`config.mk`:
```
export PLATFORM = sky130hd
export DESIGN_NAME = dsb_extract
export DESIGN_NICKNAME = d
export VERILOG_FILES = /design/src/hdl/dsb_pkg.sv /design/src/hdl/dsb_extract.sv
export SDC_FILE = /design/constraint.sdc
export NUM_CORES = 1
export LEC_CHECK = 0
export BUFFER_PORTS_ARGS = -buffer_cell sky130_fd_sc_hd__buf_2
export CORE_MARGIN = 2
export CORE_UTILIZATION = 40
export CTS_BUF_LIST = sky130_fd_sc_hd__clkbuf_16
export CTS_CLUSTER_SIZE = 20
export DETAILED_ROUTE_END_ITERATION = 10
export PLACE_DENSITY = 0.72
export SLEW_MARGIN = 15
export SYNTH_ARGS = -nofsm -noshare
export SYNTH_HDL_FRONTEND = slang
export SYNTH_SLANG_ARGS = --single-unit
export TNS_END_PERCENT = 100
```
`constraint.sdc`:
```
create_clock -name aclk -period 5.9 [get_ports aclk]
set_input_delay 1.18 -clock aclk [delete_from_list [all_inputs] [get_ports aclk]]
set_output_delay 1.18 -clock aclk [all_outputs]
set_load 0.1 [all_outputs]
```
`src/hdl/dsb_pkg.sv`:
```
package dsb_pkg;

    localparam int STEPS       = 20;
    localparam int LOW_W       = 20;
    localparam int DELTA_W     = 16;
    localparam int COEF_W      = 22;
    localparam int WORD_W      = 64;
    localparam int S_TDATA_W   = 56;
    localparam int M_TDATA_W   = 104;

    // f and g are packed with their matrix coefficients
    localparam logic [WORD_W-1:0] F_PACK_OFFSET = 64'h0000_0200_0000_0000;
    localparam logic [WORD_W-1:0] G_PACK_OFFSET = 64'h4000_0000_0000_0000;
    localparam logic [WORD_W-1:0] ROUND_HI      = 64'h0000_0200_0010_0000;
    localparam logic [WORD_W-1:0] ROUND_LO      = 64'h0000_0000_0010_0000;

    typedef struct packed {
        logic [WORD_W-1:0]  fw;
        logic [WORD_W-1:0]  gw;
        logic [DELTA_W-1:0] delta;
    } dsb_state_t;

    typedef struct packed {
        logic [COEF_W-1:0]  s_coef;
        logic [COEF_W-1:0]  r_coef;
        logic [COEF_W-1:0]  v_coef;
        logic [COEF_W-1:0]  u_coef;
        logic [DELTA_W-1:0] delta_out;
    } dsb_result_t;

endpackage

```
`src/hdl/dsb_extract.sv`:
```
module dsb_extract import dsb_pkg::*; (
    input  logic        aclk,
    input  logic        aresetn,
    input  logic        in_valid,
    output logic        in_ready,
    input  dsb_state_t  in_state,
    output logic        out_valid,
    input  logic        out_ready,
    output dsb_result_t out_result
);

    logic        valid_reg;
    logic        valid_next;
    dsb_result_t result_reg;
    dsb_result_t result_next;

    logic [WORD_W-1:0] f_hi;
    logic [WORD_W-1:0] f_lo;
    logic [WORD_W-1:0] g_hi;
    logic [WORD_W-1:0] g_lo;

    // high coefficient sits in bits 63:42, low one in bits 41:21 after rounding
    always_comb begin
        f_hi = in_state.fw + ROUND_HI;
        f_lo = in_state.fw + ROUND_LO;
        g_hi = in_state.gw + ROUND_HI;
        g_lo = in_state.gw + ROUND_LO;
        result_next.delta_out = in_state.delta;
        result_next.v_coef    = f_hi[63:42];
        result_next.u_coef    = {f_lo[41], f_lo[41:21]};
        result_next.s_coef    = g_hi[63:42];
        result_next.r_coef    = {g_lo[41], g_lo[41:21]};
    end

    assign in_ready = !valid_reg || out_ready;

    always_comb begin
        if (in_valid && in_ready) begin
            valid_next = 1'b1;
        end else if (out_ready) begin
            valid_next = 1'b0;
        end else begin
            valid_next = valid_reg;
        end
    end

    always_ff @(posedge aclk) begin
        if (!aresetn) begin
            valid_reg <= 1'b0;
        end else begin
            valid_reg <= valid_next;
        end
    end

    always_ff @(posedge aclk) begin
        if (in_valid && in_ready) begin
            result_reg <= result_next;
        end
    end

    assign out_valid  = valid_reg;
    assign out_result = result_reg;

endmodule

```
# [After elaboration in Yosys (flattened, before gate mapping)]
# Index checks and enable logic that the tools add are counted.
[totals] reg_bits=103 input_bits=148 output_inout_bits=106 word_cells=16
[op_classes] add_sub_neg=4 mux=2 n_reduce_logical=4
[op_table] cell="$add 64x42->64 const B" n=2
[op_table] cell="$add 42x21->42 const B" n=2
[op_table] cell="$mux 1" n=2
[op_table] cell="$reduce_bool 2->1" n=1
[op_table] cell="$logic_and 1x1->1" n=1
[op_table] cell="$logic_not 1->1" n=1
[op_table] cell="$logic_or 1x1->1" n=1

# [Longest topological paths before layout]
[logic_depth] depth_word=4 ltp_mapped=7 depth_no_buf=6

# [Least setup slack after synthesis]
# OpenSTA, ideal clock, no wires.
[synth_path] path_kind="input-to-reg" start="in out_ready" end="reg result_reg, in the netlist out_result[0] (enable)" setup_time_ns=0.472 t_arrival_ns=4.452 required_time_ns=5.428 slack_ns=0.977 stages=2 n_path_buf=0 path_cell_list="nand2b_1 > and2_1"
[synth_via] elab_chain_len=2
[synth_rtl] item="start: declaration" line_no="dsb_extract.sv:8" source="input logic out_ready,"
[synth_rtl] item="$logic_or 1x1->1" line_no="dsb_extract.sv:35" source="assign in_ready = !valid_reg || out_ready;"
[synth_rtl] item="$logic_and 1x1->1" line_no="dsb_extract.sv:56" source="if (in_valid && in_ready) begin"
[synth_rtl] item="end signal: assignment" line_no="dsb_extract.sv:57" source="result_reg <= result_next;"
[synth_rtl] item="end: declaration" line_no="dsb_extract.sv:14" source="dsb_result_t result_reg;"
# No other way between the ends.
# A chain may end at the register's enable or synchronous reset.

# [Worst setup path in the final report]
[layout_path] start="in out_ready" end="out in_ready"
[layout_via] elab_chain_len=1
[layout_rtl] item="$logic_or 1x1->1" line_no="dsb_extract.sv:35"
[layout_rtl] item="end: declaration" line_no="dsb_extract.sv:5" source="output logic in_ready,"
# No other way between the ends.

==> reports/metrics.csv <==
stage,metric,value,unit
status,status,"finished, final reports clean",
sta,worst hold slack,557.4,ps
hold_path,Worst Hold Class,reg2reg,
sta,crit path time final,3003,ps
sta,final setup fails,0,
logic_synthesis,syn_area_per_cell,13.64,µm²
worst_setup_path,Reg2Reg Setup Slack,3770,ps
place,PortBufs,213,
hold_path,worst hold path depth,2,
worst_setup_path,R2R cell count,3,
clock_tree,CTS hold repair buffers,0,
floorplanning,initial core utilization,40.59,%
routing,DR WL/cell,15.31,µm
worst_setup_path,"Req. time, crit path",4720,ps
logic_synthesis,number of synthesized flops with an enable pin,102,
logic_synthesis,#FFs+latches synth,103,
clock_tree,TritonCTS Buffers,9,
worst_setup_path,Worst Path Arrival,1820,ps
floorplanning,core area,11860,µm²
hold_path,hold_sp,out_valid,
cells_and_area,Layout area overhead,31.76,%
hold_path,WHS Endpoint,out_valid,
clock_tree,CTS tree,done,
power_and_ir_drop,Peak supply drop,0.0001589,V
logic_synthesis,Ys Warns,0,
cells_and_area,layout cells sized above 1,41.49,%
global_routing,total gr overflow,0,
clock_tree,CTS Sinks,103,
clock_tree,Worst-path clk slew,70,ps
routing,initial drt markers,255,
global_routing,initial antenna violation count,0,
sta,Final Max Slew Viols,0,
job,Max-cap violations,0,
power_and_ir_drop,Power Density,313.7,nW/µm²
clock_tree,CTS Root Cell,clkbuf_16,
sta,fin crit share,50.89,%
sta,Final Hold Viols,0,
cells_and_area,ANT cells,0,
floorplanning,Die Area,12930,µm²
sta,f_max,0.3331,GHz
clock_tree,cells resized by post-CTS repair,0,
sta,unrepaired setup endpoints after global routing,no,
floorplanning,die width,113.7,µm
global_routing,GR Util All Layers,16.95,%
global_routing,pin count of the biggest net entering global routing,66,
worst_setup_path,Crit. End Element,primary output,
logic_synthesis,commonest register cell after synthesis,edfxtp_1,
global_routing,global-route wire length before repair,16950,µm
routing,Pre-antenna DRT Iters,5,
routing,drc violations,0,
routing,Final ANT Viol Nets,0,
logic_synthesis,synthesized cell area,4815,µm²
routing,routed vias,3616,
worst_setup_path,origin of the critical flop-to-flop path,out_valid,
cells_and_area,"most common cell after layout, fill and taps aside",buf_2,
worst_setup_path,reg-to-reg endpoint,out_result[68],
clock_tree,post-CTS setup buffer count,0,
sta,TNS Setup,0,ps
clock_tree,clock buffer depth,2,
logic_synthesis,"Distinct cells, synth",34,
clock_tree,worst skew pair latency,340,ps
sta,slew at the pin closest to its max-slew limit,1134,ps
logic_synthesis,asr flop ratio synth,0,%
sta,Slew headroom,24.03,%
floorplanning,DIE HEIGHT,113.7,µm
floorplanning,# rows,40,
worst_setup_path,startpoint types,input pin,
place,RD Place Congestion,0.8108,
clock_tree,Clock H-tree levels,3,
worst_setup_path,"Max FO, Critical Path",3,
logic_synthesis,Mapped Cells,353,
worst_setup_path,kind of critical path,in2out,
logic_synthesis,sequential area share after synthesis,64.03,%
cells_and_area,most frequent cells in the layout,"213 x buf_2, 102 x edfxtp_1, 54 x xor2_1, 31 x nand2_1, 30 x xnor2_1",
power_and_ir_drop,Leakage,2.623,nW
place,Detailed Place HPWL,8542,µm
routing,via/cell ratio,5.001,
logic_synthesis,post-synthesis net count,503,
floorplanning,number of I/O pins,254,
sta,clk_skew,7.280,ps
cells_and_area,Nets,721,
global_routing,vias in the first global route,3499,
routing,final wirelength,11070,µm
## state kept, by name (all words and copies together), names as in the netlist
register / flops
out_valid: 1
out_result: 102
## layer usage
metal	GRT usage, %	vias to the layer above	wire length, µm
met1	19.05	1695	4313
met3	5.313	19	995
met5	0	-	0
met2	29.46	172	5504
li1	-	1730	-
met4	7.886	0	255
## how the worst max path moves through the flow
stage	startpoint	slack, ps	to
after floorplan	out_ready	980	out_result[0]
after global placement	in_state[51]	2640	out_result[97]
after detailed placement	in_state[51]	2540	out_result[97]
after CTS	out_ready	2890	in_ready
after global routing	in_state[51]	2840	out_result[97]
final	out_ready	2900	in_ready
## synth_stat cells, types with 3 or more instances
master | count | share of area (%)
nor3_1 | 14 | 1.5
nand2b_1 | 5 | 0.65
and2_1 | 3 | 0.39
nor4_1 | 4 | 0.52
nand2_1 | 31 | 2.4
edfxtp_1 | 102 | 64
xnor2_1 | 30 | 5.5
buf_2 | 3 | 0.31
xor2_1 | 54 | 9.8
nor3b_1 | 9 | 1.4
and4_1 | 6 | 1.1
nor4_4 | 3 | 1.3
and3_1 | 4 | 0.52
nand4_1 | 11 | 1.4
nor2_1 | 26 | 2.0
inv_1 | 3 | 0.23
nor4b_1 | 5 | 0.91
nand3_1 | 18 | 1.9
## layout make-up
| cell class | count | area [µm²] |
|---|---|---|
| Fill cell | 1006 | 5518 |
| Sequential cell | 103 | 3083 |
| Multi-Input combinational cell | 240 | 1678 |
| Timing Repair Buffer | 214 | 1074 |
| Clock buffer | 9 | 225.2 |
| Tap cell | 147 | 183.9 |
| Clock inverter | 7 | 88.84 |
| Inverter | 3 | 11.26 |
## report_power, final
part	switching, mW	internal (mW)	leakage [nW]	total, mW
Combinational	0.415	0.0802	1.47	0.495
Sequential	0.0109	0.860	0.995	0.871
Clock	0.255	0.369	0.156	0.624
Total	0.681	1.31	2.62	1.99
## cell families after synthesis
| kind of cell | after synthesis | synth area share, % |
|---|---|---|
| simple gates | 149 | 18.32 |
| flops | 103 | 64.03 |
| fa+ha+maj | 2 | 0.5197 |
| compound gates | 5 | 0.6759 |
| buf+inv | 10 | 1.169 |
| xor+xnor | 84 | 15.28 |
## stage by stage
step / power (mW) / worst slack, ps / instances / cell area (µm²) / utilization (%)
floorplan: 1.275 / 976.6 / 353 / 4815 / -
global placement: 1.378 / 2641 / 707 / 6030 / 50.83
detailed placement: 1.384 / 2536 / 707 / 6030 / 50.83
CTS: 2.009 / 2893 / 723 / 6344 / 53.48
global route: 2.053 / 2837 / 723 / 6344 / 53.48
finish: 1.990 / 2897 / 723 / 6344 / 53.48
## critical path, stage by stage
cell	delay, ps
buf_2	70
nand2b_1	130
buf_2	440
Note: power is estimated with default switching activity, not from simulation.
