## src/hdl/dsb_pkg.sv

```systemverilog
package dsb_pkg;

    localparam int STEPS       = 20;
    localparam int LOW_W       = 20;
    localparam int DELTA_W     = 16;
    localparam int COEF_W      = 22;
    localparam int WORD_W      = 64;
    localparam int S_TDATA_W   = 56;
    localparam int M_TDATA_W   = 104;

    // f and g are packed with their matrix coefficients
    localparam logic [WORD_W-1:0] F_PACK_OFFSET = 64'h0000_0200_0000_0000;
    localparam logic [WORD_W-1:0] G_PACK_OFFSET = 64'h4000_0000_0000_0000;
    localparam logic [WORD_W-1:0] ROUND_HI      = 64'h0000_0200_0010_0000;
    localparam logic [WORD_W-1:0] ROUND_LO      = 64'h0000_0000_0010_0000;

    typedef struct packed {
        logic [WORD_W-1:0]  fw;
        logic [WORD_W-1:0]  gw;
        logic [DELTA_W-1:0] delta;
    } dsb_state_t;

    typedef struct packed {
        logic [COEF_W-1:0]  s_coef;
        logic [COEF_W-1:0]  r_coef;
        logic [COEF_W-1:0]  v_coef;
        logic [COEF_W-1:0]  u_coef;
        logic [DELTA_W-1:0] delta_out;
    } dsb_result_t;

endpackage

```

## src/hdl/dsb_cell.sv

```systemverilog
module dsb_cell import dsb_pkg::*; (
    input  logic       aclk,
    input  logic       aresetn,
    input  logic       in_valid,
    output logic       in_ready,
    input  dsb_state_t in_state,
    output logic       out_valid,
    input  logic       out_ready,
    output dsb_state_t out_state
);

    logic       valid_reg;
    logic       valid_next;
    dsb_state_t state_reg;
    dsb_state_t state_next;

    logic              odd;
    logic              nonpos;
    logic              swap;
    logic [WORD_W-1:0] addend;
    logic [WORD_W-1:0] sum;

    assign odd    = in_state.gw[0];
    assign nonpos = (in_state.delta == '0) || in_state.delta[DELTA_W-1];
    assign swap   = odd && nonpos;

    // one adder serves both branches: subtract f on a swap, add f when g is odd
    always_comb begin
        if (swap) begin
            addend = ~in_state.fw + {{(WORD_W-1){1'b0}}, 1'b1};
        end else if (odd) begin
            addend = in_state.fw;
        end else begin
            addend = '0;
        end
        sum = in_state.gw + addend;

        state_next.gw = {sum[WORD_W-1], sum[WORD_W-1:1]};
        if (swap) begin
            state_next.fw    = in_state.gw;
            state_next.delta = '0 - in_state.delta;
        end else begin
            state_next.fw    = in_state.fw;
            state_next.delta = in_state.delta - {{(DELTA_W-1){1'b0}}, 1'b1};
        end
    end

    assign in_ready = !valid_reg || out_ready;

    always_comb begin
        if (in_valid && in_ready) begin
            valid_next = 1'b1;
        end else if (out_ready) begin
            valid_next = 1'b0;
        end else begin
            valid_next = valid_reg;
        end
    end

    always_ff @(posedge aclk) begin
        if (!aresetn) begin
            valid_reg <= 1'b0;
        end else begin
            valid_reg <= valid_next;
        end
    end

    always_ff @(posedge aclk) begin
        if (in_valid && in_ready) begin
            state_reg <= state_next;
        end
    end

    assign out_valid = valid_reg;
    assign out_state = state_reg;

endmodule

```

## config.mk

```make
export PLATFORM = sky130hd
export DESIGN_NAME = dsb_cell
export DESIGN_NICKNAME = d
export VERILOG_FILES = /design/src/hdl/dsb_pkg.sv /design/src/hdl/dsb_cell.sv
export SDC_FILE = /design/constraint.sdc
export NUM_CORES = 1
export LEC_CHECK = 0
export BUFFER_PORTS_ARGS = -buffer_cell sky130_fd_sc_hd__buf_4
export CORE_ASPECT_RATIO = 2
export CORE_MARGIN = 10
export CORE_UTILIZATION = 48
export CTS_BUF_LIST = sky130_fd_sc_hd__clkbuf_8
export DETAILED_ROUTE_END_ITERATION = 7
export PLACE_DENSITY = 0.74
export SLEW_MARGIN = 10
export SYNTH_ARGS = -nofsm -noshare
export SYNTH_HDL_FRONTEND = slang
export SYNTH_SLANG_ARGS = --single-unit
```

## constraint.sdc

```tcl
create_clock -name aclk -period 6.08 [get_ports aclk]
set_input_delay 0.608 -clock aclk [delete_from_list [all_inputs] [get_ports aclk]]
set_output_delay 0.608 -clock aclk [all_outputs]
set_load 0.02 [all_outputs]
```

======== Yosys cells after proc, flatten, opt, wreduce, memory -nomap -nowiden ========
Cells that the tools add are included.
storage, ports and cells
  register bits ........................... 144
  logic and storage cells ................. 22
cells by class
  reductions and logical operators ........ 7
  multiplexer cells ....................... 6
  $add $sub $neg .......................... 4
  bitwise operators ....................... 1
operators with widths
  operator                                             number
  2-to-1 mux 64 bit                                    3
  adder 64 x 1 -> 64 bit (second input constant)       1
  adder 64 bit                                         1
  NOT 64 bit                                           1
  zero test 16 bit                                     1
  2-to-1 mux 16 bit                                    1
  subtractor 1 x 16 -> 16 bit (first input constant)   1
  subtractor 16 x 1 -> 16 bit (second input constant)  1
  logical AND 1 bit                                    2
  logical OR 1 bit                                     2
  2-to-1 mux 1 bit                                     2
  nonzero test 2 bit                                   1
  zero test 1 bit                                      1

======== Depth between registers and ports, before layout ========
Gate-level depths: netlist (run 1).
  word-level depth ........................ 5
  gate-level depth with buffers ........... 21
  depth with buffers taken out ............ 18

======== Least setup slack after synthesis (run 1) ========
Ideal clock, no wire load.
  path type ............................... input port to flip-flop
  start point ............................. input in_state[5] (netlist bit)
  end point ............................... register state_reg (netlist bit out_state[53]), data pin
  arrival ................................. 4.680 ns
  required time ........................... 5.809 ns
  setup time .............................. 0.271 ns
  cell stages on the path ................. 18
  setup slack ............................. 1.129 ns
  cells stage by stage .................... or4_1 -> nor4_1 -> a21o_1 -> clkbuf_1 -> buf_2 -> o31ai_1 -> xor2_1 -> nor2_1 -> ha_1 -> o21ai_0 -> a21oi_1 -> a21bo_1 -> and2_1 -> or4_1 -> a211o_1 -> a21boi_1 -> mux2i_1 -> o2111ai_1
RTL lines
  element               RTL line        source
  start, declared       dsb_cell.sv:6   input dsb_state_t in_state,
  end signal, assigned  dsb_cell.sv:70  state_reg <= state_next;
  end, declared         dsb_cell.sv:14  dsb_state_t state_reg;

==> reports/metrics.cfg, run 1 <==
[logic_synthesis]
yosysWarnings = 0
ys_ff_latch = 144
synth_area_leaders = edfxtp_1 (39%), ha_1 (8.8%), mux2_2 (6.3%)
ys_dominant_reg_cell = edfxtp_1
synth_top_area_share_pct = 38.8
syn-cell-area_sq_um = 11100
synth_edf_count = 143
async_flop_share_pct = 0
syn_inst = 1130
synth_cell_types = 68
avgSynthCellArea_sq_um = 9.79
synth_most_common_cell = edfxtp_1
syn_nets = 1357
yosys.area.top_type = edfxtp_1
yosysSeqAreaShare_pct = 39.0
synth_common_cells = edfxtp_1 (143), nor2_1 (124), a21oi_1 (104)

[grt]
grt_pass1_vias = 10600
grt_pass1_wl_microns = 59400
grt_max_degree = 60
track_usage_pct = 25.7
overflow = 0
antenna_found_initial = 1

[timing]
slew_headroom_pct = 24.0
post-route-period-util_pct = 89.7
fin_skew_ns = 0.0147
fmax_mhz = 183
drv_slew = 0
worst_slew_pin_slew_ns = 1.14
fin_ws_ns = 0.629
period_needed_ns = 5.45
setup_violations = 0
hold_violations = 0
grt_setup_unrepaired = false
finalSetupTns_ns = 0

[clocking]
cts_hold_buf = 0
path_clk_slew_ns = 0.08
cts_max_path_buffers = 2
cts_tree = done
cts.sinks = 144
cts-root-buf = clkbuf_8
ctsResizeCount = 0
post_cts_buffers = 0
clock_latency_ns = 0.50
cts_made_buffers = 17
htree_levels = 4

[critical_path]
cp.depth = 21
cp_num_buf_inv = 5
worstPathMaxFanout = 18
worstRegToRegCells = 3
required_ns = 6.33
cp_slowest_stage_delay_ns = 0.88
worstPathCellList = buf_4 -> inv_1 -> ha_1 -> inv_1 -> nor4_1 -> buf_4 -> a21oi_2 -> buf_4 -> a21oi_1 -> xnor2_1 -> nor2_1 -> ha_1 -> nand2_1 -> nor4_1 -> a22oi_1 -> o211ai_1 -> a31oi_1 -> o21ai_1 -> a21boi_1 -> o211ai_1 -> xnor2_1
crit_family = compound AO/OA/AOI/OAI gates
slowest_stage = a21oi_2
critical_path_class = input port to flop
cp-start-kind = input port
crit_arrival_ns = 5.70
end_kind = flop
crit_top_cell = buf_4

[route]
ant_nets = 0
drt_wl_total_microns = 39400
vias = 10000
dr.first_iter.drc_count = 601
routedWlPerCell_microns = 23.1
first_pass_iters = 5
post-route-drc-count = 0
vias_per_cell = 5.88

[power]
peakVddDrop_uv = 143
p_leak_nw = 5.77
p_sw_share_pct = 35.1
power_w = 0.00309
power.density_nw_per_um2 = 222
combPwrFrac_pct = 36.6
clockPowerShare_pct = 22.1
switchingPower_w = 0.00108
pwr-share-seq_pct = 41.2
p_int_w = 0.00200

[floorplan]
initial_utilization_pct = 48.7
coreArea_sq_um = 22700
die_h_microns = 235
pin_count = 294
dieArea_sq_um = 29900
fp.dieW_microns = 127
rows = 78

[placed_design]
dp_slack_ns = 0.198
finalWeightedCongestion = 0.944
dp.final_hpwl_microns = 32300
place.port_buffers = 293

[run_status]
outcome = finished, final reports clean

[finish]
area_delta_synth_final_pct = 25.7
nets = 1644
n_fill_cell = 2059
drive_above_1_share_pct = 29.0

[min_path]
hold_class = input port to flop
worstHoldPathCells = 2

[flow_run]
drv_cap = 0

-- stage by stage --
stage               util [%]  instances  hold slack (ns)  area [sq um]
floorplan                  -       1130            0.747         11100
global placement        59.8       1678            0.528         13600
detailed placement      59.8       1678            0.554         13600
CTS                     61.2       1708            0.348         13900
global route            61.2       1709            0.368         13900
finish                  61.2       1709            0.381         13900
-- per-layer routing --
| metal | vias to the layer above | global-route usage [%] | share of wire (%) |
|---|---|---|---|
| li1 | 4769 | - | - |
| met1 | 4756 | 23.0 | 33 |
| met2 | 403 | 48.7 | 56 |
| met3 | 113 | 5.88 | 5.4 |
| met4 | 0 | 16.7 | 6.4 |
| met5 | - | 0 | 0 |
-- sequential cells by signal (all words and copies together), names as in the netlist --
register,count
out_state,143
out_valid,1
-- final timing paths --
path,to,from,slack [ns]
worst max-delay path,out_state[78]$_DFFE_PP_,in_state[0],0.63
worst min-delay path,out_valid$_SDFFE_PN0P_,aresetn,0.38
worst max register to register,out_state[33]$_DFFE_PP_,out_valid$_SDFFE_PN0P_,4.06
worst min register to register,out_valid$_SDFFE_PN0P_,out_valid$_SDFFE_PN0P_,0.56
-- logic make-up after synthesis --
| group | Yosys count | synth area share [%] |
|---|---|---|
| AND/OR/NAND/NOR | 341 | 15.2 |
| XOR/XNOR | 145 | 11.5 |
| flip-flops | 144 | 39.0 |
| AO/OA/AOI/OAI | 291 | 16.4 |
| multiplexers | 64 | 6.49 |
| adder cells (fa/ha/maj) | 79 | 9.00 |
| buffers and inverters | 66 | 2.34 |
-- area by class of cell --
type | instances | area [sq um] | area share [%]
Sequential cell | 144 | 4310 | 31.0
Inverter | 24 | 90.1 | 0.648
Tap cell | 280 | 350 | 2.52
Clock inverter | 13 | 86.3 | 0.621
Antenna cell | 1 | 2.50 | 0.0180
Timing Repair Buffer | 310 | 2330 | 16.7
Multi-Input combinational cell | 920 | 6510 | 46.8
Clock buffer | 17 | 234 | 1.68
-- placed cells by master, fill, tap and decap left out, drive strengths merged, types with 22 or more instances in the layout --
master,synthesis,routed
buf,14,310
edfxtp,143,143
nor2,124,124
a21oi,104,104
nand2,81,81
xnor2,79,79
ha,78,78
xor2,66,66
mux2,62,62
o21ai,60,60
inv,24,29
nand4,27,27
a21o,25,25
nor3,23,23
o31ai,22,22
-- power groups by stage --
stage / registers (W) / clock network [W] / logic (W)
after detailed placement: 0.00129 / 0 / 0.00112
after floorplan: 0.00143 / 0 / 0.000531
after global routing: 0.00128 / 0.000737 / 0.00121
after global placement: 0.00129 / 0 / 0.00112
after CTS: 0.00127 / 0.000701 / 0.00113
final: 0.00127 / 0.000683 / 0.00113
Power figures use the tool's default switching activity.
==> run 2, diff against run 1 <==
Settings changed: CAP_MARGIN set to 10, GPL_TIMING_DRIVEN set to 0.
==> run 2 against run 1 <==
Critical endpoint is now out_state[75]$_DFFE_PP_. Final cell count grew 1.8%. First-iteration DRC count grew 14%. Largest cell class unchanged. Clock skew decreased by 0.0045 ns. Sequential power about the same.
==> reports/metrics.cfg, run 2 (synthesis results as in run 1) <==
[timing]
fin_ws_ns = 0.244  ; -0.384 ns
drv_slew = 0  ; unchanged
period_needed_ns = 5.84  ; +0.384 ns
hold-worst-slack_ns = 0.382  ; +0.000465 ns
slew_headroom_pct = 47.5  ; +23 points
setup_violations = 0  ; unchanged
worst_slew_pin_slew_ns = 0.788  ; -0.352 ns
post-route-period-util_pct = 96.0  ; +6.3 points
hold_violations = 0  ; unchanged
fmax_mhz = 171  ; -6.6%
fin_skew_ns = 0.0101  ; -0.00455 ns
grt_setup_unrepaired = false

[power]
power.density_nw_per_um2 = 220  ; -0.90%
p_leak_nw = 5.80  ; +0.48%
power_w = 0.00309  ; about the same
peakVddDrop_uv = 175  ; +22%

[finish]
final_common_cell = buf_4
drive_above_1_share_pct = 28.5  ; -0.54 points
nets = 1670  ; +1.6%
final_cell_mix = buf_4 (293), edfxtp_1 (143), nor2_1 (124)
area_delta_synth_final_pct = 26.9
design_area_sq_um = 14000  ; +0.98%
largest_reg_flops = 143  ; unchanged
n_fill_cell = 1980  ; -3.8%
fin_util_pct = 61.8  ; +0.60 points

[critical_path]
crit_top_cell = a211oi_1
cp_slowest_stage_delay_ns = 0.59  ; -0.29 ns
ff2ff_setup_slack_ns = 4.44  ; +0.38 ns
r2r-start = out_valid$_SDFFE_PN0P_
crit_arrival_ns = 6.07  ; +0.37 ns
critical_path_class = input port to flop
worstRegToRegCells = 3  ; unchanged
end_kind = flop
r2r_end = out_state[30]$_DFFE_PP_
worstPathCellList = buf_4 -> or4_1 -> nor4_1 -> a21o_1 -> clkbuf_2 -> buf_2 -> o31ai_1 -> xor2_1 -> nor2_1 -> ha_1 -> clkbuf_1 -> nand2_1 -> a2111oi_1 -> o211ai_1 -> a21oi_2 -> a211oi_1 -> o21ai_1 -> a211oi_1 -> xnor2_1
cp-start-kind = input port
required_ns = 6.32  ; about the same
worstPathMaxFanout = 10  ; -8
slowest_stage = or4_1

[flow_run]
drv_cap = 0  ; unchanged

[floorplan]
dieArea_sq_um = 29900  ; unchanged
pin_count = 294  ; unchanged
initial_utilization_pct = 48.7  ; unchanged
rows = 78  ; unchanged
die_h_microns = 235  ; unchanged
fp.dieW_microns = 127  ; unchanged
coreArea_sq_um = 22700  ; unchanged

[clocking]
path_clk_slew_ns = 0.08  ; about the same
post_cts_buffers = 0  ; unchanged
cts_tree = done
cts_made_buffers = 17  ; unchanged
htree_levels = 4  ; unchanged
clock_latency_ns = 0.49  ; about the same
cts_hold_buf = 0  ; unchanged
cts_max_path_buffers = 2  ; unchanged
cts-root-buf = clkbuf_8
cts.sinks = 144  ; unchanged
ctsResizeCount = 1  ; +1

[grt]
grt_pass1_wl_microns = 60100  ; +1.3%
grt_max_degree = 65  ; +8.3%
antenna_found_initial = 4  ; +3
use_met2_pct = 48.2  ; -0.55 points
grt.busiest_layer = met2
grt_pass1_vias = 10600  ; -0.60%
overflow = 0  ; unchanged
track_usage_pct = 26.0  ; +0.29 points
met1_usage_pct = 25.6  ; +2.6 points
grt_util_met3_pct = 5.34  ; -0.54 points

[placed_design]
finalWeightedCongestion = 0.989  ; +4.8%
place.port_buffers = 292  ; -0.34%
dpl-instance-area_sq_um = 13700  ; +0.57%
dp.final_hpwl_microns = 32200  ; -0.39%
dp_slack_ns = -0.743  ; -0.942 ns

[route]
ant_nets = 0  ; unchanged
drt_wl_total_microns = 39700  ; +0.73%
post-route-drc-count = 0  ; unchanged
vias = 10300  ; +2.6%
first_pass_iters = 7  ; +2
vias_per_cell = 5.93  ; +0.85%
routedWlPerCell_microns = 22.8  ; -1.0%
dr.first_iter.drc_count = 688  ; +14%

[min_path]
min_to = out_valid$_SDFFE_PN0P_
worstHoldPathCells = 3  ; +1
hp-start = in_valid
hold_class = input port to flop

[run_status]
outcome = finished, final reports clean

==> run 2: cell types whose count changed in the layout (fill, tap and decap cells not counted), sizes merged <==
cell	previous run	this run
buf	310	308
clkbuf	17	45
clkinvlp	0	1
clkinv	7	9
inv	29	27
diode	1	4
==> run 2: cell type report <==
type / count / area, sq um / area share, %
antenna: 4 / 10.0 / 0.0713
buffer: 42 / 171 / 1.22
clock buffer: 17 / 234 / 1.67
clock inverter: 14 / 103 / 0.730
inverter: 24 / 90.1 / 0.641
multi-input combinational: 920 / 6530 / 46.5
sequential: 144 / 4310 / 30.7
tap: 280 / 350 / 2.49
timing repair buffer: 294 / 2250 / 16.0
==> run 2: worst max path at each step <==
stage / startpoint / endpoint / slack (ns) / cells after the start
4_1_cts: in_state[9] / out_state[75]$_DFFE_PP_ / 0.03 / 20
3_3_place_gp: in_state[5] / out_state[75]$_DFFE_PP_ / -0.71 / 19
2_1_floorplan: in_state[5] / out_state[53]$_DFFE_PP_ / 1.13 / 18
3_5_place_dp: in_state[9] / out_state[75]$_DFFE_PP_ / -0.74 / 20
6_report: in_state[5] / out_state[75]$_DFFE_PP_ / 0.24 / 19
5_1_grt: in_state[5] / out_state[76]$_DFFE_PP_ / 0.04 / 19
==> run 2: critical path, delay by kind of cell <==
| kind | cells | cell delay (ns) |
|---|---|---|
| adder cells (fa/ha/maj) | 1 | 0.28 |
| AND/OR/NAND/NOR | 4 | 1.26 |
| XOR/XNOR | 2 | 0.31 |
| buffers and inverters | 4 | 1.14 |
| AO/OA/AOI/OAI | 8 | 2.45 |
==> run 2: power by group <==
part / internal (W) / total (W) / switching [W] / leakage [nW]
logic: 0.000460 / 0.00113 / 0.000671 / 4.23
clock network: 0.000311 / 0.000688 / 0.000377 / 0.180
registers: 0.00124 / 0.00127 / 0.0000306 / 1.39
total: 0.00201 / 0.00309 / 0.00108 / 5.80
==> run 2: per-layer routing <==
layer / vias to the layer above / wire length, microns / share of wire (%)
met3: 109 / 2500 / 6.3
met4: 0 / 2100 / 5.3
met1: 4903 / 13400 / 34
li1: 4832 / - / -
met2: 460 / 21700 / 55
met5: - / 0 / 0
==> run 2: stage by stage <==
stage / instances / setup TNS [ns]
after floorplan: 1130 / 0
after global placement: 1702 / -6.54
after detailed placement: 1704 / -6.88
after CTS: 1735 / 0
after global routing: 1739 / 0
final: 1739 / 0
==> run 3, diff against run 2 <==
Settings changed: PLACE_DENSITY 0.74 to 0.77.
Clock period 6.08 ns to 5.3 ns, I/O delays scaled along.
==> run 3 against run 2 <==
Setup slack got worse by 0.034 ns. Design area rose by 1.1%. Die area unchanged. Non-clock buffer count rose by 2. Hold slack worse by 0.10 ns. Combinational power is 17% higher. Largest power group unchanged. Final cell count increased by 0.29%. Sequential share of layout area is 0.34 points lower. Via count down 0.16%. Global-route usage increased by 0.58 points. Largest cell class unchanged. Clock skew is 0.0016 ns higher. Clock-buffer cell count unchanged. Highest routed layer unchanged.
==> reports/metrics.cfg, run 3 (synthesis results as in run 1) <==
[power]
power.density_nw_per_um2 = 257  ; +17%
power_w = 0.00365  ; +18%
p_leak_nw = 5.84  ; +0.66%
p_sw_share_pct = 35.1  ; +0.20 points
pwr-share-seq_pct = 39.9  ; -1.2 points
combPwrFrac_pct = 36.2  ; -0.4 points
switchingPower_w = 0.00128  ; +19%
peakVddDrop_uv = 180  ; +3.0%
p_int_w = 0.00237  ; +18%
clockPowerShare_pct = 23.9  ; +1.6 points

[timing]
slew_headroom_pct = 44.9  ; -2.5 points
hold-worst-slack_ns = 0.277  ; -0.105 ns
fin_ws_ns = 0.211  ; -0.0336 ns
fin_skew_ns = 0.0118  ; +0.00164 ns
hold_violations = 0  ; unchanged
grt_setup_unrepaired = false
setup_violations = 0  ; unchanged
drv_slew = 0  ; unchanged
period_needed_ns = 5.09
worst_slew_pin_slew_ns = 0.826  ; +0.0382 ns
fmax_mhz = 196
post-route-period-util_pct = 96.0

[route]
post-route-drc-count = 0  ; unchanged
ant_nets = 0  ; unchanged
dr.first_iter.drc_count = 842  ; +22%
vias = 10300  ; -0.16%
drt_wl_total_microns = 40600  ; +2.1%
routedWlPerCell_microns = 23.3  ; +1.8%
vias_per_cell = 5.90  ; -0.45%
first_pass_iters = 7  ; unchanged

[clocking]
cts_made_buffers = 17  ; unchanged
cts_max_path_buffers = 2  ; unchanged
htree_levels = 4  ; unchanged
cts_hold_buf = 0  ; unchanged
path_clk_slew_ns = 0.09  ; about the same
cts.sinks = 144  ; unchanged
clock_latency_ns = 0.51  ; +0.02 ns
cts-root-buf = clkbuf_8
cts_tree = done

[finish]
fin_cells = 1744  ; +0.29%
final_common_cell = buf_4
area_delta_synth_final_pct = 28.4
nets = 1672  ; +0.12%
n_fill_cell = 1964  ; -0.81%
final_cell_mix = buf_4 (298), edfxtp_1 (143), nor2_1 (124)
largest_reg_flops = 143  ; unchanged
drive_above_1_share_pct = 29.6  ; +1.1 points

[grt]
grt_pass1_wl_microns = 61200  ; +1.7%
grt_util_met3_pct = 5.25  ; -0.090 points
grt_max_degree = 60  ; -7.7%
met1_usage_pct = 25.4  ; -0.26 points
overflow = 0  ; unchanged
grt_pass1_vias = 10800  ; +2.3%
use_met2_pct = 49.4  ; +1.3 points
grt.busiest_layer = met2
antenna_found_initial = 6  ; +2
track_usage_pct = 26.5  ; +0.58 points

[placed_design]
finalWeightedCongestion = 0.971  ; -1.7%
place.port_buffers = 292  ; unchanged
dp.cells = 1704  ; unchanged
dp_slack_ns = -1.44  ; -0.701 ns
dp.final_hpwl_microns = 33000  ; +2.4%

[floorplan]
fp.dieW_microns = 127  ; unchanged
initial_utilization_pct = 48.7  ; unchanged
coreArea_sq_um = 22700  ; unchanged
rows = 78  ; unchanged
pin_count = 294  ; unchanged
die_h_microns = 235  ; unchanged
dieArea_sq_um = 29900  ; unchanged

[critical_path]
cp-start-kind = input port
critical_path_class = input port to flop
crit_arrival_ns = 5.33  ; -0.74 ns
required_ns = 5.54  ; -0.78 ns
worstPathMaxFanout = 10  ; unchanged
end_kind = flop

[run_status]
outcome = finished, final reports clean

[min_path]
hold_class = input port to flop

[flow_run]
drv_cap = 0  ; unchanged

==> run 3: cell types whose count changed in the layout (fill, tap and decap cells not counted), sizes merged <==
cell,previous run,this run
clkbuf,45,44
buf,308,311
inv,27,28
diode,4,6
clkinvlp,1,5
bufinv,1,2
clkinv,9,4
==> run 3: worst max-delay path, cell delays in order <==
cell	delay [ns]
buf_4	0.12
or4_1	0.64
nor4_4	0.23
a21o_1	0.22
clkbuf_4	0.26
buf_4	0.26
o31ai_1	0.12
xor2_1	0.17
nor2_1	0.06
ha_1	0.37
o21ai_0	0.17
a21oi_1	0.17
a21bo_1	0.23
and2_1	0.20
or4_4	0.59
a211o_1	0.35
a21boi_1	0.22
mux2i_1	0.23
o2111ai_1	0.17
==> run 3: worst paths after layout <==
check                                             from                       to  slack (ns)  cells past startpoint
worst min-delay path                          in_valid   out_valid$_SDFFE_PN0P_        0.28                      3
worst min register to register  out_valid$_SDFFE_PN0P_   out_valid$_SDFFE_PN0P_        0.55                      2
worst max register to register  out_valid$_SDFFE_PN0P_  out_state[93]$_DFFE_PP_        3.65                      3
worst max-delay path                       in_state[5]  out_state[53]$_DFFE_PP_        0.21                     19
==> run 3: metrics by stage <==
| stage | TNS [ns] | util, % | area (sq um) |
|---|---|---|---|
| after floorplan | 0 | - | 11100 |
| after global placement | -112.97 | 59.8 | 13600 |
| after detailed placement | -32.45 | 60.1 | 13700 |
| after CTS | 0 | 62.2 | 14100 |
| after global routing | 0 | 62.5 | 14200 |
| final | 0 | 62.5 | 14200 |
==> run 3: final cells by class <==
cell class | instances | area, sq um | share of cell area [%]
multi-input combinational | 920 | 6610 | 46.5
sequential | 144 | 4310 | 30.4
timing repair buffer | 297 | 2270 | 16.0
tap | 280 | 350 | 2.47
clock buffer | 17 | 234 | 1.65
buffer | 41 | 175 | 1.23
clock inverter | 15 | 145 | 1.02
inverter | 24 | 90.1 | 0.634
antenna | 6 | 15.0 | 0.106
==> run 3: what timing repair did <==
action                     in CTS  in global routing
setup endpoints to repair      31                 17
gates resized for setup        16                 12
pin swaps                       2                  0
cloned                          0                  0
buffers inserted                3                  0
==> run 3: power by group through the flow <==
stage / clock [W] / sequential (W) / combinational, W
global placement: 0 / 0.00149 / 0.00126
global route: 0.000930 / 0.00147 / 0.00142
finish: 0.000872 / 0.00146 / 0.00132
detailed placement: 0 / 0.00148 / 0.00128
floorplan: 0 / 0.00164 / 0.000609
CTS: 0.000883 / 0.00146 / 0.00131
==> run 3: layer usage <==
layer  up-vias  routed length (microns)
met4         0                     2320
met2       416                    22500
met5         -                        0
li1       4833                        -
met3       116                     2160
met1      4922                    13600
